**src/rtl/core/pdr_pkg.sv**
```systemverilog
// Package for the Pareto dominance rank block: field widths and the
// compare-stage tag shared by the controller and the rank unit. No dependencies.
package pdr_pkg;

    localparam int VALUE_W   = 32;
    localparam int DIM_W     = 4;
    localparam int VEC_IDX_W = 5;
    localparam int RANK_W    = 5;
    localparam logic [DIM_W-1:0] DIM_RESET = 4'd2;

    typedef logic signed [VALUE_W-1:0] t_value;

    // tag that travels with each pair of store reads
    typedef struct packed {
        logic                 valid;
        logic                 first_k;
        logic                 last_k;
        logic                 first_j;
        logic                 last_j;
        logic                 last_i;
        logic                 same;
        logic                 ovf;
        logic [VEC_IDX_W-1:0] vec_index;
    } t_tag;

endpackage

```
**src/rtl/core/pdr_if.sv**
```systemverilog


interface pdr_out_if;
    logic                          valid;
    logic                          ready;
    logic [pdr_pkg::VEC_IDX_W-1:0] vector_index;
    logic [pdr_pkg::RANK_W-1:0]    rank;
    logic                          overflow;
    logic                          end_of_run;
    modport source (output valid, output vector_index, output rank, output overflow,
                    output end_of_run, input ready);
    modport sink   (input valid, input vector_index, input rank, input overflow,
                    input end_of_run, output ready);
endinterface


```
**src/rtl/core/pdr_rank.sv**
```systemverilog
// Rank unit: compares the two read words, accumulates dominance per pair and
// the count per vector, and holds the result word. Depends on pdr_pkg, pdr_if.
module pdr_rank #(
    parameter int MAX_VECTORS = 32
) (
    input  logic            i_clk,
    input  logic            i_rst_n,
    input  pdr_pkg::t_tag   i_tag,
    input  pdr_pkg::t_value i_rd_a,
    input  pdr_pkg::t_value i_rd_b,
    output logic            o_adv,
    pdr_out_if.source       o_res
);

    localparam int RKW = $clog2(MAX_VECTORS);

    pdr_pkg::t_tag                 r_tag;
    logic                          r_le;
    logic                          r_lt;
    logic [RKW-1:0]                r_rank;
    logic                          r_out_valid;
    logic [pdr_pkg::VEC_IDX_W-1:0] r_out_index;
    logic [pdr_pkg::RANK_W-1:0]    r_out_rank;
    logic                          r_out_ovf;
    logic                          r_out_end;

    logic           le_now;
    logic           lt_now;
    logic           dom;
    logic [RKW-1:0] rank_now;
    logic           final_pair;

    assign o_adv = !r_out_valid || o_res.ready;

    // j dominates i: a (vector j) never above b (vector i), strictly below once
    assign le_now     = (r_tag.first_k || r_le) && !(i_rd_b < i_rd_a);
    assign lt_now     = (!r_tag.first_k && r_lt) || (i_rd_a < i_rd_b);
    assign dom        = le_now && lt_now && !r_tag.same;
    assign rank_now   = (r_tag.first_j ? '0 : r_rank) + RKW'(dom);
    assign final_pair = r_tag.valid && r_tag.last_k && r_tag.last_j;

    always_ff @(posedge i_clk) begin
        if (!i_rst_n) begin
            r_tag       <= '0;
            r_out_valid <= 1'b0;
        end else if (o_adv) begin
            r_tag       <= i_tag;
            r_out_valid <= final_pair;
        end
    end

    always_ff @(posedge i_clk) begin
        if (o_adv && r_tag.valid) begin
            r_le <= le_now;
            r_lt <= lt_now;
            if (r_tag.last_k) begin
                r_rank <= rank_now;
            end
        end
        if (o_adv && final_pair) begin
            r_out_index <= r_tag.vec_index;
            r_out_rank  <= pdr_pkg::RANK_W'(32'(rank_now));
            r_out_ovf   <= r_tag.ovf;
            r_out_end   <= r_tag.last_i;
        end
    end

    assign o_res.valid        = r_out_valid;
    assign o_res.vector_index = r_out_index;
    assign o_res.rank         = r_out_rank;
    assign o_res.overflow     = r_out_ovf;
    assign o_res.end_of_run   = r_out_end;

endmodule

```
**src/flat_wrapper.sv**
```systemverilog
// flat-port wrapper written by rule: the top's interface ports become plain ports
module pdr_rank_flat 
#(
    parameter int MAX_VECTORS = 32
)
  (i_clk, i_rst_n, i_tag, i_rd_a, i_rd_b, o_adv, o_res_valid, o_res_vector_index, o_res_rank, o_res_overflow, o_res_end_of_run, o_res_ready);
  pdr_out_if o_res_i ();
  input  logic i_clk;
  input  logic i_rst_n;
  input  pdr_pkg::t_tag i_tag;
  input  pdr_pkg::t_value i_rd_a;
  input  pdr_pkg::t_value i_rd_b;
  output logic o_adv;
  output wire logic [$bits(o_res_i.valid)-1:0] o_res_valid;
  output wire logic [$bits(o_res_i.vector_index)-1:0] o_res_vector_index;
  output wire logic [$bits(o_res_i.rank)-1:0] o_res_rank;
  output wire logic [$bits(o_res_i.overflow)-1:0] o_res_overflow;
  output wire logic [$bits(o_res_i.end_of_run)-1:0] o_res_end_of_run;
  input wire logic [$bits(o_res_i.ready)-1:0] o_res_ready;
  assign o_res_valid = o_res_i.valid;
  assign o_res_vector_index = o_res_i.vector_index;
  assign o_res_rank = o_res_i.rank;
  assign o_res_overflow = o_res_i.overflow;
  assign o_res_end_of_run = o_res_i.end_of_run;
  assign o_res_i.ready = o_res_ready;
  pdr_rank #(.MAX_VECTORS(MAX_VECTORS)) u_core (.i_clk(i_clk), .i_rst_n(i_rst_n), .i_tag(i_tag), .i_rd_a(i_rd_a), .i_rd_b(i_rd_b), .o_adv(o_adv), .o_res(o_res_i));
endmodule
```
**config.mk**
```make
export PLATFORM = sky130hd
export DESIGN_NAME = pdr_rank_flat
export DESIGN_NICKNAME = d
export VERILOG_FILES = /design/src/rtl/core/pdr_pkg.sv /design/src/rtl/core/pdr_if.sv /design/src/rtl/core/pdr_rank.sv /design/src/flat_wrapper.sv
export SDC_FILE = /design/constraint.sdc
export NUM_CORES = 1
export LEC_CHECK = 0
export ABC_AREA = 1
export BUFFER_PORTS_ARGS = -buffer_cell sky130_fd_sc_hd__buf_2
export CORE_ASPECT_RATIO = 1.1
export CORE_MARGIN = 5
export CORE_UTILIZATION = 40
export DETAILED_ROUTE_END_ITERATION = 8
export PLACE_DENSITY_LB_ADDON = 0.1
export RECOVER_POWER = 100
export SLEW_MARGIN = 5
export SYNTH_ARGS = -nofsm -noshare
export SYNTH_HDL_FRONTEND = slang
export SYNTH_SLANG_ARGS = --single-unit
```
**constraint.sdc**
```tcl
create_clock -name i_clk -period 3.3 [get_ports i_clk]
set_input_delay 0.495 -clock i_clk [delete_from_list [all_inputs] [get_ports i_clk]]
set_output_delay 0.495 -clock i_clk [all_outputs]
set_load 0.02 [all_outputs]
```
# --- Word-level counts from Yosys, hierarchy flattened ---
# Cells that the tools add are included.
word_totals:
  reg_bits: 33
  input_bits: 80
  out_inout_bits: 14
  elab_cells: 37
classes:
  add_sub_neg: 1
  order_cmp: 2
  n_mux: 1
  reduce_logical: 16
op_table:
  columns: ["operator", "count"]
  rows:
  - ["< comparator 32 bit", 2]
  - ["logical AND 1 bit", 8]
  - ["adder 5 x 1 -> 5 bit", 1]
  - ["two-way mux 5 bit", 1]
  - ["zero test 1 bit", 4]
  - ["logical OR 1 bit", 3]
  - ["AND reduction 2 bit", 1]

# --- Depth between registers and ports, before layout ---
logic_depth:
  word_depth: 6
  mapped_depth: 22
  mapped_depth_nobuf: 22

# --- Least setup slack after synthesis ---
# OpenSTA, ideal clock, no wires.
synth_path:
  path_kind: "input-to-reg"
  start: "input port i_rd_b[31]"
  end: "register u_core.r_out_rank (netlist bit u_core.o_res.rank[4]) (data pin)"
  setup_time_ps: 269
  arrival_ps: 2231
  required_ps: 3031
  setup_slack_ps: 800
  cell_stages: 17
  path_buffers: 0
  path_cell_list: "inv_1 ha_1 nand2_2 nor2_2 nand2_2 nor4_4 nand2_1 nand2_1 nand2_2 nand3_1 nand2_1 nor2_1 ha_1 ha_1 nand3_1 nand3_1 o21ai_0"
synth_via:
  elab_chain_cells: 6
  elab_cells_between_ends: 8
  classes_between: "add/sub: 1; order compare: 2; reduce/logical: 5"
synth_lines:
  columns: ["item", "line_no", "source"]
  rows:
  - ["start: declaration", "flat_wrapper.sv:12", "input pdr_pkg::t_value i_rd_b;"]
  - ["< comparator 32 bit", "pdr_rank.sv:36", "assign le_now = (r_tag.first_k || r_le) && !(i_rd_b < i_rd_a);"]
  - ["zero test 1 bit", "pdr_rank.sv:36", null]
  - ["logical AND 1 bit", "pdr_rank.sv:36", null]
  - ["logical AND 1 bit (*) (2 in a row)", "pdr_rank.sv:38", "assign dom = le_now && lt_now && !r_tag.same;"]
  - ["adder 5 x 1 -> 5 bit (*)", "pdr_rank.sv:39", "assign rank_now = (r_tag.first_j ? '0 : r_rank) + RKW'(dom);"]
  - ["named net u_core.rank_now[4]", "pdr_rank.sv:30", "logic [RKW-1:0] rank_now;"]
  - ["end signal: assignment", "pdr_rank.sv:62", "r_out_rank <= pdr_pkg::RANK_W'(32'(rank_now));"]
  - ["end: declaration", "pdr_rank.sv:23", "logic [pdr_pkg::RANK_W-1:0] r_out_rank;"]
# Mark *: on every way through the listed nets, which the timed path passes. The rest lies on a longest branch.
# A chain may end at the register's enable or synchronous reset.

# --- Worst setup path in the final report ---
layout_path:
  start: "input port i_rd_a[31]"
  end: "register u_core.r_out_rank (netlist bit u_core.o_res.rank[4]) (data pin)"
layout_via:
  elab_chain_cells: 6
  elab_cells_between_ends: 8
  classes_between: "add/sub: 1; order compare: 2; reduce/logical: 5"
layout_lines:
  columns: ["item", "line_no", "source"]
  rows:
  - ["start: declaration", "flat_wrapper.sv:11", "input pdr_pkg::t_value i_rd_a;"]
  - ["< comparator 32 bit", "pdr_rank.sv:36", null]
  - ["zero test 1 bit", "pdr_rank.sv:36", null]
  - ["logical AND 1 bit", "pdr_rank.sv:36", null]
  - ["logical AND 1 bit (*) (2 in a row)", "pdr_rank.sv:38", null]
  - ["adder 5 x 1 -> 5 bit (*)", "pdr_rank.sv:39", null]
  - ["named net u_core.rank_now[4]", "pdr_rank.sv:30", null]
# Marked as above.

==> impl_metrics.yaml <==
yosys:
  postSynthAreaPerCell_sq_um: 8.54
  ys_seq_area_share_pct: 40.7
  synth_nets: 359
  ys_warn_count: 0
  ys_types: 26
  ys_ff_latch: 33
  synthCells: 245
  syn_area_sq_um: 2090
sta:
  post-route-period-util_pct: 82.4
  relSlewSlack_pct: 25.4
  hold_viol_final: 0
  setup_tns_ns: 0
  fin_hold_ws_ns: 0.434
  finalSetupViolCount: 0
  rsz0062_at_grt: "false"
  worst_pin_slew_ns: 1.11
  finalWorstPathRequiredPeriod_ns: 2.72
  fmax_ghz: 0.368
  drv_slew: 0
  finClkSkew_ns: 0.00593
floorplan:
  start_util_pct: 41.6
  rows: 27
  dieArea_sq_um: 6780
  ios: 94
  die-height_um: 85.9
  dieWidth_um: 79.0
  core-area_sq_um: 5030
pwr:
  p_per_area_nw_per_um2: 370
  leakagePower_uw: 0.00146
  irDropWorstVdd_mv: 0.317
  total_power_uw: 1000
clocking:
  holdBufCountCts: 0
  ctsLongestPathBuffers: 2
  clock_latency_ns: 0.29
  post_cts_resized: 0
  cts.root.buffer_cell: "clkbuf_8"
  cts.sinks: 33
  cts_tree: "built"
  cts_setup_buffers: 0
  cts_buffers: 5
  htree_levels: 2
  path_clk_slew_ns: 0.07
grt:
  grt_max_degree: 22
  gr-total-overflow: 0
  antenna_found_initial: 0
  grt_use_total_pct: 13.0
  grt_pass1_vias: 1735
  grt_pass1_wl_um: 7000
min_path:
  worstHoldPathType: "register to register"
  hold_start: "u_core.r_tag[4]"
drt:
  drt-initial-drc-count: 34
  avgViaCountPerCell: 4.52
  wl_per_cell_um: 10.7
  drc_errors: 0
  drt_first_pass_iters: 4
  routed_wl_um: 4300
  ant_nets: 0
  via_count: 1818
status:
  outcome: "complete, no violations"
setup_path:
  cp-end-kind: "register"
  r2r_start: "u_core.o_res.valid"
  cp.arrival_ns: 2.74
  crit_type: "input pin to register"
  crit_required_ns: 3.32
  startpoint_type: "input pin"
  critical_path.max_fanout: 4
  crit_path_start: "i_rd_a[31]"
final_layout:
  layout_commonest_cell: "buf_2"
  final_cell_mix: "buf_2 (79), inv_1 (49), ha_1 (34)"
  post-route-util_pct: 53.7
  fillers: 525
  area_growth_pct: 29.2
  fin_cells: 402
  drive_gt1_share_pct: 28.2
  antenna_cells: 0
  nets: 457
placement:
  place_hpwl_um: 3580
  place_congestion: 0.729
  dp.cells: 394
  io_buffers: 93
run:
  max-cap-violations: 0
==> power breakdown <==
group	switching (uW)	internal (uW)
clock	155	215
combinational	87.7	87.3
sequential	5.31	450
==> worst paths after layout <==
path,to,slack [ns],depth (start not counted)
setup / recovery,u_core.o_res.rank[4],0.58,17
hold / removal,u_core.o_res.vector_index[4],0.43,0
setup reg to reg,u_core.o_res.rank[3],1.23,4
hold reg to reg,u_core.o_res.vector_index[4],0.43,0
==> cells by family after synthesis <==
family | share of synthesized area, %
adder cells (fa/ha/maj) | 20.3
XOR/XNOR | 0.837
flip-flops | 40.7
AO/OA/AOI/OAI | 11.2
AND/OR/NAND/NOR | 17.5
buffers and inverters | 9.51
==> metrics by stage <==
step / setup slack, ns / instance area [sq um]
floorplan: 0.800 / 2090
global placement: 0.477 / 2630
detailed placement: 0.422 / 2630
CTS: 0.711 / 2740
global route: 0.262 / 2700
finish: 0.581 / 2700
==> per-layer routing <==
metal / GRT usage [%] / up-vias / routed length (um)
met1: 15.8 / 769 / 1910
met2: 21.9 / 51 / 2010
li1: - / 993 / -
met4: 3.75 / 0 / 53
met5: 0 / - / 0
met3: 4.52 / 5 / 322
==> sequential cells by signal, indices dropped and copies added, names as in the netlist <==
signal / count
u_core.o_res.end_of_run: 1
u_core.o_res.overflow: 1
u_core.r_rank: 5
u_core.r_tag: 13
u_core.o_res.valid: 1
u_core.o_res.vector_index: 5
u_core.r_lt: 1
u_core.r_le: 1
u_core.o_res.rank: 5
==> cells in the mapped netlist (all sizes together) <==
master | instances | area share (%)
nor3 | 2 | 0.48
o21a | 2 | 0.78
nor4 | 1 | 1.0
a21oi | 19 | 5.3
edfxtp | 19 | 27
nand3 | 8 | 2.2
nor2 | 31 | 5.8
clkinv | 1 | 0.18
xnor2 | 2 | 0.84
nand4 | 3 | 0.90
a21o | 2 | 0.72
a21boi | 1 | 0.36
clkbuf | 3 | 0.54
inv | 49 | 8.8
ha | 34 | 20
o21ai | 17 | 4.1
dfxtp | 14 | 13
or2 | 1 | 0.30
nand2 | 36 | 6.8
==> worst max-delay path, cell delays in order <==
cell and delay (ns):
buf_2 0.10, ha_1 0.34, nand2_2 0.08, nor2_2 0.13
nand2_2 0.06, nor4_1 0.35, nand2_1 0.13, nand2_1 0.09
nand2_2 0.06, nand3_1 0.07, nand2_1 0.07, nor2_1 0.12
ha_1 0.17, ha_1 0.18, nand3_1 0.10, nand3_1 0.08
o21ai_0 0.11
==> cell type report <==
| type | count | area, sq um | area share, % |
|---|---|---|---|
| repair buffers | 94 | 452 | 16.7 |
| well taps | 58 | 72.6 | 2.68 |
| clock buffers | 7 | 108 | 3.98 |
| clock inverters | 1 | 6.26 | 0.231 |
| inverters | 50 | 188 | 6.94 |
| flip-flops and latches | 33 | 851 | 31.5 |
| multi-input cells | 159 | 1030 | 38.0 |
Note: power is estimated with default switching activity, not from simulation.
