==> config.mk <==
export PLATFORM = sky130hd
export DESIGN_NAME = pdr_ctrl_flat
export DESIGN_NICKNAME = d
export VERILOG_FILES = /design/src/rtl/core/pdr_pkg.sv /design/src/rtl/core/pdr_if.sv /design/src/rtl/core/pdr_ctrl.sv /design/src/flat_wrapper.sv
export SDC_FILE = /design/constraint.sdc
export NUM_CORES = 1
export LEC_CHECK = 0
export BUFFER_PORTS_ARGS = -buffer_cell sky130_fd_sc_hd__buf_2
export CORE_MARGIN = 2
export CORE_UTILIZATION = 49
export CTS_BUF_LIST = sky130_fd_sc_hd__clkbuf_16
export DETAILED_ROUTE_END_ITERATION = 7
export PLACE_DENSITY = 0.81
export RECOVER_POWER = 50
export SYNTH_ARGS = -nofsm -noshare
export SYNTH_HDL_FRONTEND = slang
export SYNTH_SLANG_ARGS = --single-unit
==> constraint.sdc <==
create_clock -name i_clk -period 3.3 [get_ports i_clk]
set_clock_uncertainty 0.05 [all_clocks]
set_input_delay 0.165 -clock i_clk [delete_from_list [all_inputs] [get_ports i_clk]]
set_output_delay 0.165 -clock i_clk [all_outputs]
set_load 0.03 [all_outputs]
==> src/rtl/core/pdr_pkg.sv <==
// Package for the Pareto dominance rank block: field widths and the
// compare-stage tag shared by the controller and the rank unit. No dependencies.
package pdr_pkg;

    localparam int VALUE_W   = 32;
    localparam int DIM_W     = 4;
    localparam int VEC_IDX_W = 5;
    localparam int RANK_W    = 5;
    localparam logic [DIM_W-1:0] DIM_RESET = 4'd2;

    typedef logic signed [VALUE_W-1:0] t_value;

    // tag that travels with each pair of store reads
    typedef struct packed {
        logic                 valid;
        logic                 first_k;
        logic                 last_k;
        logic                 first_j;
        logic                 last_j;
        logic                 last_i;
        logic                 same;
        logic                 ovf;
        logic [VEC_IDX_W-1:0] vec_index;
    } t_tag;

endpackage

==> src/rtl/core/pdr_if.sv <==
// Channel interfaces for the Pareto dominance rank block: component input,
// result output and dim_count write. Depends on pdr_pkg.
interface pdr_in_if;
    logic             valid;
    logic             ready;
    pdr_pkg::t_value  value;
    logic             last;
    modport source (output valid, output value, output last, input ready);
    modport sink   (input valid, input value, input last, output ready);
endinterface


interface pdr_cfg_if;
    logic                      valid;
    logic                      ready;
    logic [pdr_pkg::DIM_W-1:0] data;
    modport source (output valid, output data, input ready);
    modport sink   (input valid, input data, output ready);
endinterface

==> src/rtl/core/pdr_ctrl.sv <==
// Controller: dim_count register, component loading into the store, and the
// pair sequencer that walks (i, j, k) during ranking. Depends on pdr_pkg, pdr_if.
module pdr_ctrl #(
    parameter int MAX_VECTORS = 32,
    parameter int MAX_DIMS    = 8
) (
    input  logic          i_clk,
    input  logic          i_rst_n,
    pdr_in_if.sink        i_in,
    pdr_cfg_if.sink       i_cfg,
    input  logic          i_adv,
    output logic          o_we,
    output logic [$clog2(MAX_VECTORS)+((MAX_DIMS > 1) ? $clog2(MAX_DIMS) : 1)-1:0] o_waddr,
    output pdr_pkg::t_value o_wdata,
    output logic [$clog2(MAX_VECTORS)+((MAX_DIMS > 1) ? $clog2(MAX_DIMS) : 1)-1:0] o_raddr_a,
    output logic [$clog2(MAX_VECTORS)+((MAX_DIMS > 1) ? $clog2(MAX_DIMS) : 1)-1:0] o_raddr_b,
    output pdr_pkg::t_tag o_tag
);

    localparam int RW  = $clog2(MAX_VECTORS);
    localparam int CW  = (MAX_DIMS > 1) ? $clog2(MAX_DIMS) : 1;
    localparam int PIW = CW + 1;
    localparam int VCW = $clog2(MAX_VECTORS + 1);
    localparam int DW  = $clog2(MAX_DIMS + 1);

    typedef enum logic [1:0] {
        S_LOAD = 2'b01,
        S_RANK = 2'b10
    } t_state;

    t_state                      r_state;
    logic [pdr_pkg::DIM_W-1:0]   r_dim;
    logic [CW-1:0]               r_pos;
    logic [VCW-1:0]              r_vc;
    logic                        r_drop;
    logic [VCW-1:0]              r_n;
    logic                        r_ovf;
    logic [RW-1:0]               r_i;
    logic [RW-1:0]               r_j;
    logic [CW-1:0]               r_k;

    logic [DW-1:0]  act;
    logic           accept;
    logic           room;
    logic [PIW-1:0] pos_inc;
    logic           complete;
    logic [CW-1:0]  n_pos;
    logic [VCW-1:0] n_vc;
    logic           n_drop;
    logic           k_last;
    logic           j_last;
    logic           i_last;

    assign i_cfg.ready = 1'b1;
    assign i_in.ready  = (r_state == S_LOAD);
    assign accept      = i_in.valid && i_in.ready;

    always_comb begin
        if (r_dim == '0) begin
            act = DW'(1);
        end else if (32'(r_dim) > MAX_DIMS) begin
            act = DW'(MAX_DIMS);
        end else begin
            act = DW'(r_dim);
        end
    end

    assign room     = 32'(r_vc) < MAX_VECTORS;
    assign pos_inc  = PIW'(r_pos) + PIW'(1);
    assign complete = 32'(pos_inc) >= 32'(act);
    assign n_pos    = complete ? '0 : pos_inc[CW-1:0];
    assign n_vc     = (complete && room) ? r_vc + VCW'(1) : r_vc;
    assign n_drop   = r_drop | (complete && !room);

    assign o_we      = accept && room;
    assign o_waddr   = {r_vc[RW-1:0], r_pos};
    assign o_wdata   = i_in.value;
    assign o_raddr_a = {r_j, r_k};
    assign o_raddr_b = {r_i, r_k};

    assign k_last = (32'(r_k) + 1) == 32'(act);
    assign j_last = (32'(r_j) + 1) == 32'(r_n);
    assign i_last = (32'(r_i) + 1) == 32'(r_n);

    always_comb begin
        o_tag.valid     = (r_state == S_RANK);
        o_tag.first_k   = (r_k == '0);
        o_tag.last_k    = k_last;
        o_tag.first_j   = (r_j == '0);
        o_tag.last_j    = j_last;
        o_tag.last_i    = i_last;
        o_tag.same      = (r_i == r_j);
        o_tag.ovf       = r_ovf;
        o_tag.vec_index = pdr_pkg::VEC_IDX_W'(32'(r_i));
    end

    always_ff @(posedge i_clk) begin
        if (!i_rst_n) begin
            r_state <= S_LOAD;
            r_dim   <= pdr_pkg::DIM_RESET;
            r_pos   <= '0;
            r_vc    <= '0;
            r_drop  <= 1'b0;
            r_n     <= '0;
            r_ovf   <= 1'b0;
            r_i     <= '0;
            r_j     <= '0;
            r_k     <= '0;
        end else begin
            if (i_cfg.valid && i_cfg.ready) begin
                r_dim <= i_cfg.data;
            end
            unique case (r_state)
                S_LOAD: begin
                    if (accept) begin
                        if (i_in.last) begin
                            r_pos  <= '0;
                            r_vc   <= '0;
                            r_drop <= 1'b0;
                            r_n    <= n_vc;
                            r_ovf  <= n_drop;
                            r_i    <= '0;
                            r_j    <= '0;
                            r_k    <= '0;
                            if (n_vc != '0) begin
                                r_state <= S_RANK;
                            end
                        end else begin
                            r_pos  <= n_pos;
                            r_vc   <= n_vc;
                            r_drop <= n_drop;
                        end
                    end
                end
                S_RANK: begin
                    if (i_adv) begin
                        if (k_last) begin
                            r_k <= '0;
                            if (j_last) begin
                                r_j <= '0;
                                if (i_last) begin
                                    r_state <= S_LOAD;
                                end else begin
                                    r_i <= r_i + RW'(1);
                                end
                            end else begin
                                r_j <= r_j + RW'(1);
                            end
                        end else begin
                            r_k <= r_k + CW'(1);
                        end
                    end
                end
                default: begin
                    r_state <= S_LOAD;
                end
            endcase
        end
    end

endmodule

==> src/flat_wrapper.sv <==
// flat-port wrapper written by rule: the top's interface ports become plain ports
module pdr_ctrl_flat 
#(
    parameter int MAX_VECTORS = 32,
    parameter int MAX_DIMS    = 8
)
  (i_clk, i_rst_n, i_adv, o_we, o_waddr, o_wdata, o_raddr_a, o_raddr_b, o_tag, i_in_valid, i_in_value, i_in_last, i_in_ready, i_cfg_valid, i_cfg_data, i_cfg_ready);
  pdr_in_if i_in_i ();
  pdr_cfg_if i_cfg_i ();
  input  logic i_clk;
  input  logic i_rst_n;
  input  logic i_adv;
  output logic o_we;
  output logic [$clog2(MAX_VECTORS)+((MAX_DIMS > 1) ? $clog2(MAX_DIMS) : 1)-1:0] o_waddr;
  output pdr_pkg::t_value o_wdata;
  output logic [$clog2(MAX_VECTORS)+((MAX_DIMS > 1) ? $clog2(MAX_DIMS) : 1)-1:0] o_raddr_a;
  output logic [$clog2(MAX_VECTORS)+((MAX_DIMS > 1) ? $clog2(MAX_DIMS) : 1)-1:0] o_raddr_b;
  output pdr_pkg::t_tag o_tag;
  input wire logic [$bits(i_in_i.valid)-1:0] i_in_valid;
  input wire logic [$bits(i_in_i.value)-1:0] i_in_value;
  input wire logic [$bits(i_in_i.last)-1:0] i_in_last;
  output wire logic [$bits(i_in_i.ready)-1:0] i_in_ready;
  input wire logic [$bits(i_cfg_i.valid)-1:0] i_cfg_valid;
  input wire logic [$bits(i_cfg_i.data)-1:0] i_cfg_data;
  output wire logic [$bits(i_cfg_i.ready)-1:0] i_cfg_ready;
  assign i_in_i.valid = i_in_valid;
  assign i_in_i.value = i_in_value;
  assign i_in_i.last = i_in_last;
  assign i_in_ready = i_in_i.ready;
  assign i_cfg_i.valid = i_cfg_valid;
  assign i_cfg_i.data = i_cfg_data;
  assign i_cfg_ready = i_cfg_i.ready;
  pdr_ctrl #(.MAX_VECTORS(MAX_VECTORS), .MAX_DIMS(MAX_DIMS)) u_core (.i_clk(i_clk), .i_rst_n(i_rst_n), .i_in(i_in_i), .i_cfg(i_cfg_i), .i_adv(i_adv), .o_we(o_we), .o_waddr(o_waddr), .o_wdata(o_wdata), .o_raddr_a(o_raddr_a), .o_raddr_b(o_raddr_b), .o_tag(o_tag));
endmodule
# Word-level counts from Yosys, hierarchy flattened
# Cells that the tools add are included.
# word_totals
register_bits,36
input_bits,42
# classes
magnitude_cmp,3
reduce_logical,16
n_mux,31
eq_ne,14
n_addsub,8
n_bitwise,1
# ops
op,count
$eq 32x6->1,2
$mux 5,9
$eq 32x4->1,1
$pmux 5 s2,2
$mux 3,6
$mux 2,7
$reduce_and 7->1,2
$add 5x1->6 const B,2
$mux 6,2
$add 5x1->5 const B,2
$ne 2x2->1 const B,5
$add 3x1->4 const B,2
$mux 4,2
$add 6x1->6 const B,1
$lt 6x6->1 const B,1
$ne 2x1->1 const B,3
$pmux 3 s2,1
$reduce_bool 6->1,1
$eq 5x5->1,1
$logic_not 5->1,1
$reduce_and 5->1,1
$ge 4x4->1,1
$gt 4x4->1 const B,1
$logic_and 1x1->1,4
13 further kinds,13

# Logic depth before layout (Yosys ltp)
# Gate-level depths: netlist of run 1.
# logic_depth
ltp_word,11
mapped_depth,12

# Worst setup path before layout of run 1
# OpenSTA, ideal clock, no wires.
# synth_path
path_kind,register to register
start,register u_core.r_pos[0]
end,register u_core.r_state[0]
slack_ns,0.580
arrival_ns,2.548
period_less_slack_ns,2.720
stages_incl_launch_ff,11
n_path_buf,0
cell_sequence,dfxtp_1 -> ha_1 -> xor2_1 -> ha_1 -> or3_1 -> o21ai_1 -> nor2_1 -> and3_1 -> o21bai_1 -> nor4_1 -> a311o_1
# synth_between
elab_chain_len,7
# synth_lines
item,line_no,rtl
start: declaration,pdr_ctrl.sv:33,logic [CW-1:0] r_pos;
start signal: assignment,pdr_ctrl.sv:129,r_pos <= n_pos;
$add 3x1->4,pdr_ctrl.sv:69,assign pos_inc = PIW'(r_pos) + PIW'(1);
$ge 4x4->1,pdr_ctrl.sv:70,assign complete = 32'(pos_inc) >= 32'(act);
$logic_and 1x1->1,pdr_ctrl.sv:72,assign n_vc = (complete && room) ? r_vc + VCW'(1) : r_vc;
$mux 6,pdr_ctrl.sv:72,
$reduce_bool 6->1,pdr_ctrl.sv:125,if (n_vc != '0) begin
$ne 2x2->1 (no line),-,
$reduce_and 7->1 (no line),-,
end signal: assignment,pdr_ctrl.sv:99,r_state <= S_LOAD;
end signal: assignment,pdr_ctrl.sv:126,r_state <= S_RANK;
end signal: assignment,pdr_ctrl.sv:142,r_state <= S_LOAD;
end: declaration,pdr_ctrl.sv:31,t_state r_state;
# No other way between the ends.
# A chain may end at the register's enable or synchronous reset.

# Worst setup path in the final report of run 1
# layout_path
start,register u_core.r_pos[0]
end,register u_core.r_state[1]
# The elaborated chain is that of the path after synthesis.

==> impl_metrics.ini, run 1 <==
[sta]
rsz0062_at_grt = no
whs_ns = 0.05704
finalSetupViolations = 0
fmax_ghz = 0.3610
slew_viol_final = 0
period_minus_slack_ns = 2.770
post-route-period-util_pct = 83.95
hold_viol_final = 0
max_slew_margin_pct = 50.82
tightest_slew_ns = 0.7377
tns_ns = 0

[clock_tree]
post_cts_buffers = 0
cts_made_buffers = 5
cts.sinks = 36
postCtsHoldBufs = 0
clk_pin_slew_ns = 0.06
cts_root_buf = clkbuf_16
htreeDepth = 2
cts_tree = yes
post_cts_resized = 0
clk_path_buf_depth = 2
clk_latency_ns = 0.28

[synthesis]
synth.distinct_cells = 59
synth_cells = 352
yosysWarnings = 0
synth_nets = 405
async_flop_share_pct = 0
syn_area_um2 = 2816
synth_edf_count = 0
synth.avg_cell_area_um2 = 8.001
yosys_most_used_dff = dfxtp_1
seq_area_frac_synth_pct = 25.59
ys_ff_latch = 36

[pwr]
clockPowerShare_pct = 40.1
power.share.combinational_pct = 18.7
switchingPower_uw = 340.3
power_leakage_uw = 0.001141
swShare_pct = 29.86
p_int_uw = 799.2
power_frac_seq_pct = 41.2
max-vdd-ir-drop_v = 0.0002691
power.density_nw_per_um2 = 407.3

[critical_path]
critPathKind = reg -> reg
start_kind = flop
cp-end-kind = flop
critPathMaxFanout = 6
required_ns = 3.40
cp_data_arrival_time_ns = 2.87

[floorplan]
core.rowCount = 27
die_width_um = 79.82
die-area_um2 = 6370
start_util_pct = 50.84
core_um2 = 5540
io_pins = 114
die-height_um = 79.82

[global_routing]
antenna_found_initial = 0
grt_use_total_pct = 19.61
busiest_layer = met2
grt_pass1_wl_um = 10080
grt-ovfl-total = 0
grtUsageMet1_pct = 25.79
grt_use_met3_pct = 5.995
grtUsageMet2_pct = 31.18
grt_max_degree = 26
grt_pass1_vias = 2134

[route]
totalWireLength_um = 6077
vias = 2350
ant_nets = 0
wl_per_cell_um = 14.79
drt-pass1-iter-count = 4
drc = 0
drt_iter0_markers = 137
avgViaCountPerCell = 5.718

[layout]
syn2layout_area_growth_pct = -0.6665
diodes = 0
instances_no_fill = 411
layout.nets = 391
drive_gt1_share_pct = 14.45
finish.instance_area_um2 = 2798
fin_util_pct = 50.50

[place]
place_area_um2 = 2681
portBuffers = 48
gp_congestion = 0.9298
placed_cells = 403
place.detailed.hpwl_um = 4400

[job]
drv_cap = 0

[min_path]
hp-class = in -> reg

[outcome]
status = finished clean
[metal layers]
layer  vias to the layer above  wire length [µm]
met3                        16               462
met2                        93              2782
met5                         -                 0
met1                      1081              2749
li1                       1160                 -
met4                         0                82
[cell type report]
cell class,instances,area [µm²]
inverter,10,37.54
timing repair buffer,48,216.5
clock buffer,5,125.1
tap,72,90.09
clock inverter,3,15.01
multi-input combinational,237,1593
fill,576,2743
sequential,36,720.7
[state kept, by name, indices dropped and copies added (netlist names)]
register and count:
u_core.r_vc 6, u_core.r_dim 4, u_core.r_ovf 1, u_core.r_i 5, u_core.r_k 3, u_core.r_state 2, u_core.r_drop 1, u_core.r_j 5
u_core.r_pos 3, u_core.r_n 6
[worst max-delay path, cell delays in order (launching register included)]
cell and delay, ns:
dfxtp_1 0.43, ha_1 0.24, xor2_1 0.17, ha_1 0.25, or3_1 0.36, o21ai_1 0.18
nor3_1 0.10, xor2_1 0.19, o21bai_1 0.18, nor4_1 0.39, a311oi_1 0.09
[worst paths after layout]
kind | start | endpoint | slack [ns] | cells past startpoint
worst max-delay path | u_core.r_pos[0]$_SDFFE_PN0P_ | u_core.r_state[1]$_SDFFE_PN0P_ | 0.53 | 10
worst min-delay path | i_cfg_data[1] | u_core.r_dim[1]$_SDFFE_PN1P_ | 0.06 | 3
worst max register to register | u_core.r_pos[0]$_SDFFE_PN0P_ | u_core.r_state[1]$_SDFFE_PN0P_ | 0.53 | 10
worst min register to register | u_core.r_drop$_SDFFE_PN0P_ | u_core.r_drop$_SDFFE_PN0P_ | 0.44 | 2
[cell usage in the layout, fill, tap and decap left out, types with 2 or more instances in the layout]
| cell type | count |
|---|---|
| a21oi_1 | 16 |
| nor3_1 | 13 |
| inv_1 | 10 |
| nor3b_1 | 2 |
| xor2_1 | 10 |
| a31oi_1 | 4 |
| and3_1 | 7 |
| a211oi_1 | 6 |
| nand4b_1 | 5 |
| nand2_1 | 18 |
| mux2i_1 | 5 |
| nor2_1 | 39 |
| a32o_1 | 3 |
| o21ai_0 | 10 |
| or3_1 | 4 |
| nand2b_1 | 6 |
| a31o_2 | 2 |
| clkinv_1 | 2 |
| nand3_1 | 11 |
| a22oi_1 | 2 |
| o21ai_1 | 3 |
| o211ai_1 | 2 |
| ha_1 | 11 |
| o311ai_0 | 2 |
| o31ai_1 | 4 |
| and2_1 | 4 |
| dfxtp_1 | 36 |
| clkbuf_16 | 5 |
| o21bai_1 | 2 |
| nor4_1 | 3 |
| xnor2_1 | 15 |
| buf_2 | 29 |
| clkbuf_1 | 19 |
| nor2b_1 | 4 |
[per-stage QoR]
step / power, µW / worst slack [ns]
floorplan: 721.1 / 0.5802
finish: 1140 / 0.5296
global route: 1195 / 0.2931
global placement: 684.9 / 0.7027
CTS: 1152 / 0.5557
detailed placement: 689.9 / 0.5766
[power by group through the flow]
stage	clock, µW	sequential (µW)	combinational, µW
after CTS	469	469	214
after detailed placement	0	478	212
after global placement	0	477	208
final	457	470	213
after global routing	487	472	236
after floorplan	0	475	246
[logic make-up (layout without fill, tap and decap cells)]
kind of cell / count (synthesis) / after routing / share of synthesized area [%]
other: 1 / 1 / 0.1331
and+or+nand+nor: 123 / 123 / 22.35
buffers and inverters: 79 / 66 / 17.86
AOI/OAI and AO/OA: 72 / 72 / 19.64
xor gates and xnor gates: 25 / 25 / 7.774
DFF: 36 / 36 / 25.59
adders and majority gates: 11 / 11 / 4.887
muxes: 5 / 5 / 1.777
[cell usage after synthesis, drive strengths merged, types with 3 or more instances]
| library cell | count | share of area, % |
|---|---|---|
| a211oi | 6 | 1.6 |
| a21oi | 16 | 2.8 |
| a22oi | 3 | 1.3 |
| a31oi | 6 | 2.1 |
| a32o | 3 | 1.1 |
| and2 | 4 | 0.89 |
| and3 | 8 | 1.8 |
| buf | 56 | 15 |
| clkbuf | 13 | 1.7 |
| dfxtp | 36 | 26 |
| ha | 11 | 4.9 |
| inv | 9 | 1.2 |
| mux2i | 5 | 1.8 |
| nand2 | 18 | 2.4 |
| nand2b | 6 | 1.3 |
| nand3 | 12 | 2.3 |
| nand4b | 5 | 1.6 |
| nor2 | 39 | 5.2 |
| nor2b | 4 | 0.89 |
| nor3 | 14 | 2.7 |
| nor4 | 3 | 0.67 |
| o21ai | 13 | 2.3 |
| o31ai | 4 | 1.1 |
| or3 | 4 | 0.89 |
| xnor2 | 15 | 4.7 |
| xor2 | 10 | 3.1 |
Note: power is estimated with default switching activity, not from simulation.
==> run 2, diff against run 1 <==
--- a/config.mk
+++ b/config.mk
@@ -7,10 +7,10 @@
 export LEC_CHECK = 0
 export BUFFER_PORTS_ARGS = -buffer_cell sky130_fd_sc_hd__buf_2
 export CORE_MARGIN = 2
-export CORE_UTILIZATION = 49
+export CORE_UTILIZATION = 44
 export CTS_BUF_LIST = sky130_fd_sc_hd__clkbuf_16
 export DETAILED_ROUTE_END_ITERATION = 7
-export PLACE_DENSITY = 0.81
+export PLACE_DENSITY = 0.77
 export RECOVER_POWER = 50
 export SYNTH_ARGS = -nofsm -noshare
 export SYNTH_HDL_FRONTEND = slang
==> constraint.sdc (replaced) <==
create_clock -name i_clk -period 2.5 [get_ports i_clk]
set_clock_uncertainty 0.05 [all_clocks]
set_input_delay 0.125 -clock i_clk [delete_from_list [all_inputs] [get_ports i_clk]]
set_output_delay 0.125 -clock i_clk [all_outputs]
set_load 0.03 [all_outputs]
==> run 2 against run 1 <==
Combinational power is 84% higher. Sequential cell count stayed put. Final area is 13% higher. Core utilization is 0.051 points higher. Cell count is 8.0% higher. Setup slack worse by 0.45 ns. Global-route usage is 1.0 points lower. Critical path depth stayed put. First-iteration DRC count is 34% higher. Routed wire length is 12% higher. Critical endpoint unchanged.
==> impl_metrics.ini, run 2 (synthesis gave the netlist of run 1 again) <==
[outcome]
status = finished clean

[global_routing]
antenna_found_initial = 0
grt_use_total_pct = 18.61
grt_pass1_wl_um = 11010
grt_pass1_vias = 2364
grt_max_degree = 17
grt-ovfl-total = 0

[layout]
mostFrequentLayoutCells = nor2_1 (38), buf_2 (30), dfxtp_1 (29)
layout.nets = 419
diodes = 0
final.fill_count = 605
mostFrequentLayoutCell = nor2_1
multi_input_area_um2 = 1717
finish.instance_area_um2 = 3173
regArea_um2 = 732.0
reg_top3 = u_core.r_n (6), u_core.r_vc (6)
fin_util_pct = 50.55
syn2layout_area_growth_pct = 12.66
drive_gt1_share_pct = 26.16

[sta]
finalSetupViolations = 0
max_slew_margin_pct = 46.00
tns_ns = 0
post-route-period-util_pct = 96.89
slew_viol_final = 0
period_minus_slack_ns = 2.422
tightest_slew_ns = 0.8101
fmax_ghz = 0.4128
hold_viol_final = 0
whs_ns = 0.02728

[route]
avgViaCountPerCell = 5.597
wl_per_cell_um = 15.33
drt-pass1-iter-count = 4
totalWireLength_um = 6805
drt_iter0_markers = 183
ant_nets = 0
drc = 0
vias = 2485

[pwr]
max-vdd-ir-drop_v = 0.0004379
power_leakage_uw = 0.001317
p_total_uw = 1703
power.density_nw_per_um2 = 536.8

[critical_path]
cp-end-kind = flop
crit_path_frequent_cell = xor2_1
critPathMaxFanout = 4
cp_data_arrival_time_ns = 2.52
critPathKind = reg -> reg
required_ns = 2.60
start_kind = flop
max_stage_delay_ns = 0.42
path_cells = ha_4 -> xor2_1 -> ha_1 -> or3_4 -> o21ai_4 -> nor3_2 -> xor2_1 -> o21bai_4 -> nor4_4 -> a311oi_1
crit_path_top_delay_cell = or3_4

[floorplan]
core.rowCount = 29
die-height_um = 84.01
die-area_um2 = 7057
die_width_um = 84.01
start_util_pct = 44.87
io_pins = 114
core_um2 = 6277

[place]
place_area_um2 = 2877
place.detailed.hpwl_um = 4765
portBuffers = 48
gp_congestion = 0.8917

[job]
drv_cap = 0

[clock_tree]
clk_path_buf_depth = 2
cts_root_buf = clkbuf_16
cts_made_buffers = 5
clk_pin_slew_ns = 0.06
cts.sinks = 36
htreeDepth = 2
cts_tree = yes
clk_latency_ns = 0.28

[min_path]
hp-class = in -> reg
==> run 2: changes by cell type in the layout (fill, tap and decap cells not counted), sizes merged <==
cell      delta
buf         +29
bufinv       +1
clkinvlp     -1
inv          -1
clkinv       +1
clkbuf       -1
==> run 2: final timing paths <==
path | from | endpoint | slack (ns) | cells past startpoint
worst max-delay path | u_core.r_pos[0]$_SDFFE_PN0P_ | u_core.r_state[1]$_SDFFE_PN0P_ | 0.08 | 10
worst min-delay path | i_cfg_data[3] | u_core.r_dim[3]$_SDFFE_PN0P_ | 0.03 | 3
worst max register to register | u_core.r_pos[0]$_SDFFE_PN0P_ | u_core.r_state[1]$_SDFFE_PN0P_ | 0.08 | 10
worst min register to register | u_core.r_drop$_SDFFE_PN0P_ | u_core.r_drop$_SDFFE_PN0P_ | 0.44 | 2
==> run 2: critical path: cells and delay by family, from the launching register on <==
kind | cells | cell delay (ns)
DFF | 1 | 0.35
and+or+nand+nor | 3 | 0.79
xor gates and xnor gates | 2 | 0.31
AOI/OAI and AO/OA | 3 | 0.38
adders and majority gates | 2 | 0.40
==> run 2: through the flow <==
stage	setup slack, ns	instances
floorplan	-0.00003508	352
global placement	0.009365	431
detailed placement	-0.07265	431
CTS	0.007357	439
global route	-0.01214	444
finish	0.07767	444
==> run 2: power breakdown <==
group,internal [µW],switching (µW)
combinational,166,224
clock,463,234
sequential,594,21.7
total,1220,480
==> run 2: cell type report <==
cell class	instances	area share, %
Timing Repair Buffer	76	13.49
Tap cell	77	3.036
Sequential cell	36	23.07
Multi-Input combinational cell	237	54.10
Inverter	10	1.183
Clock inverter	3	1.183
Clock buffer	5	3.943
==> run 2: what timing repair did <==
item                                    in CTS  in global routing
pin swaps                                    1                 12
endpoints found under the setup margin       2                 15
setup buffers                                0                  5
gates resized for setup                      1                 17
hold buffers                                 0                  0
==> run 2: routing by layer <==
layer	GRT usage, %	wire length, µm	vias to the layer above
li1	-	-	1222
met1	24.03	3025	1183
met2	31.64	3333	74
met3	4.154	386	6
met4	4.252	59	0
met5	0	0	-
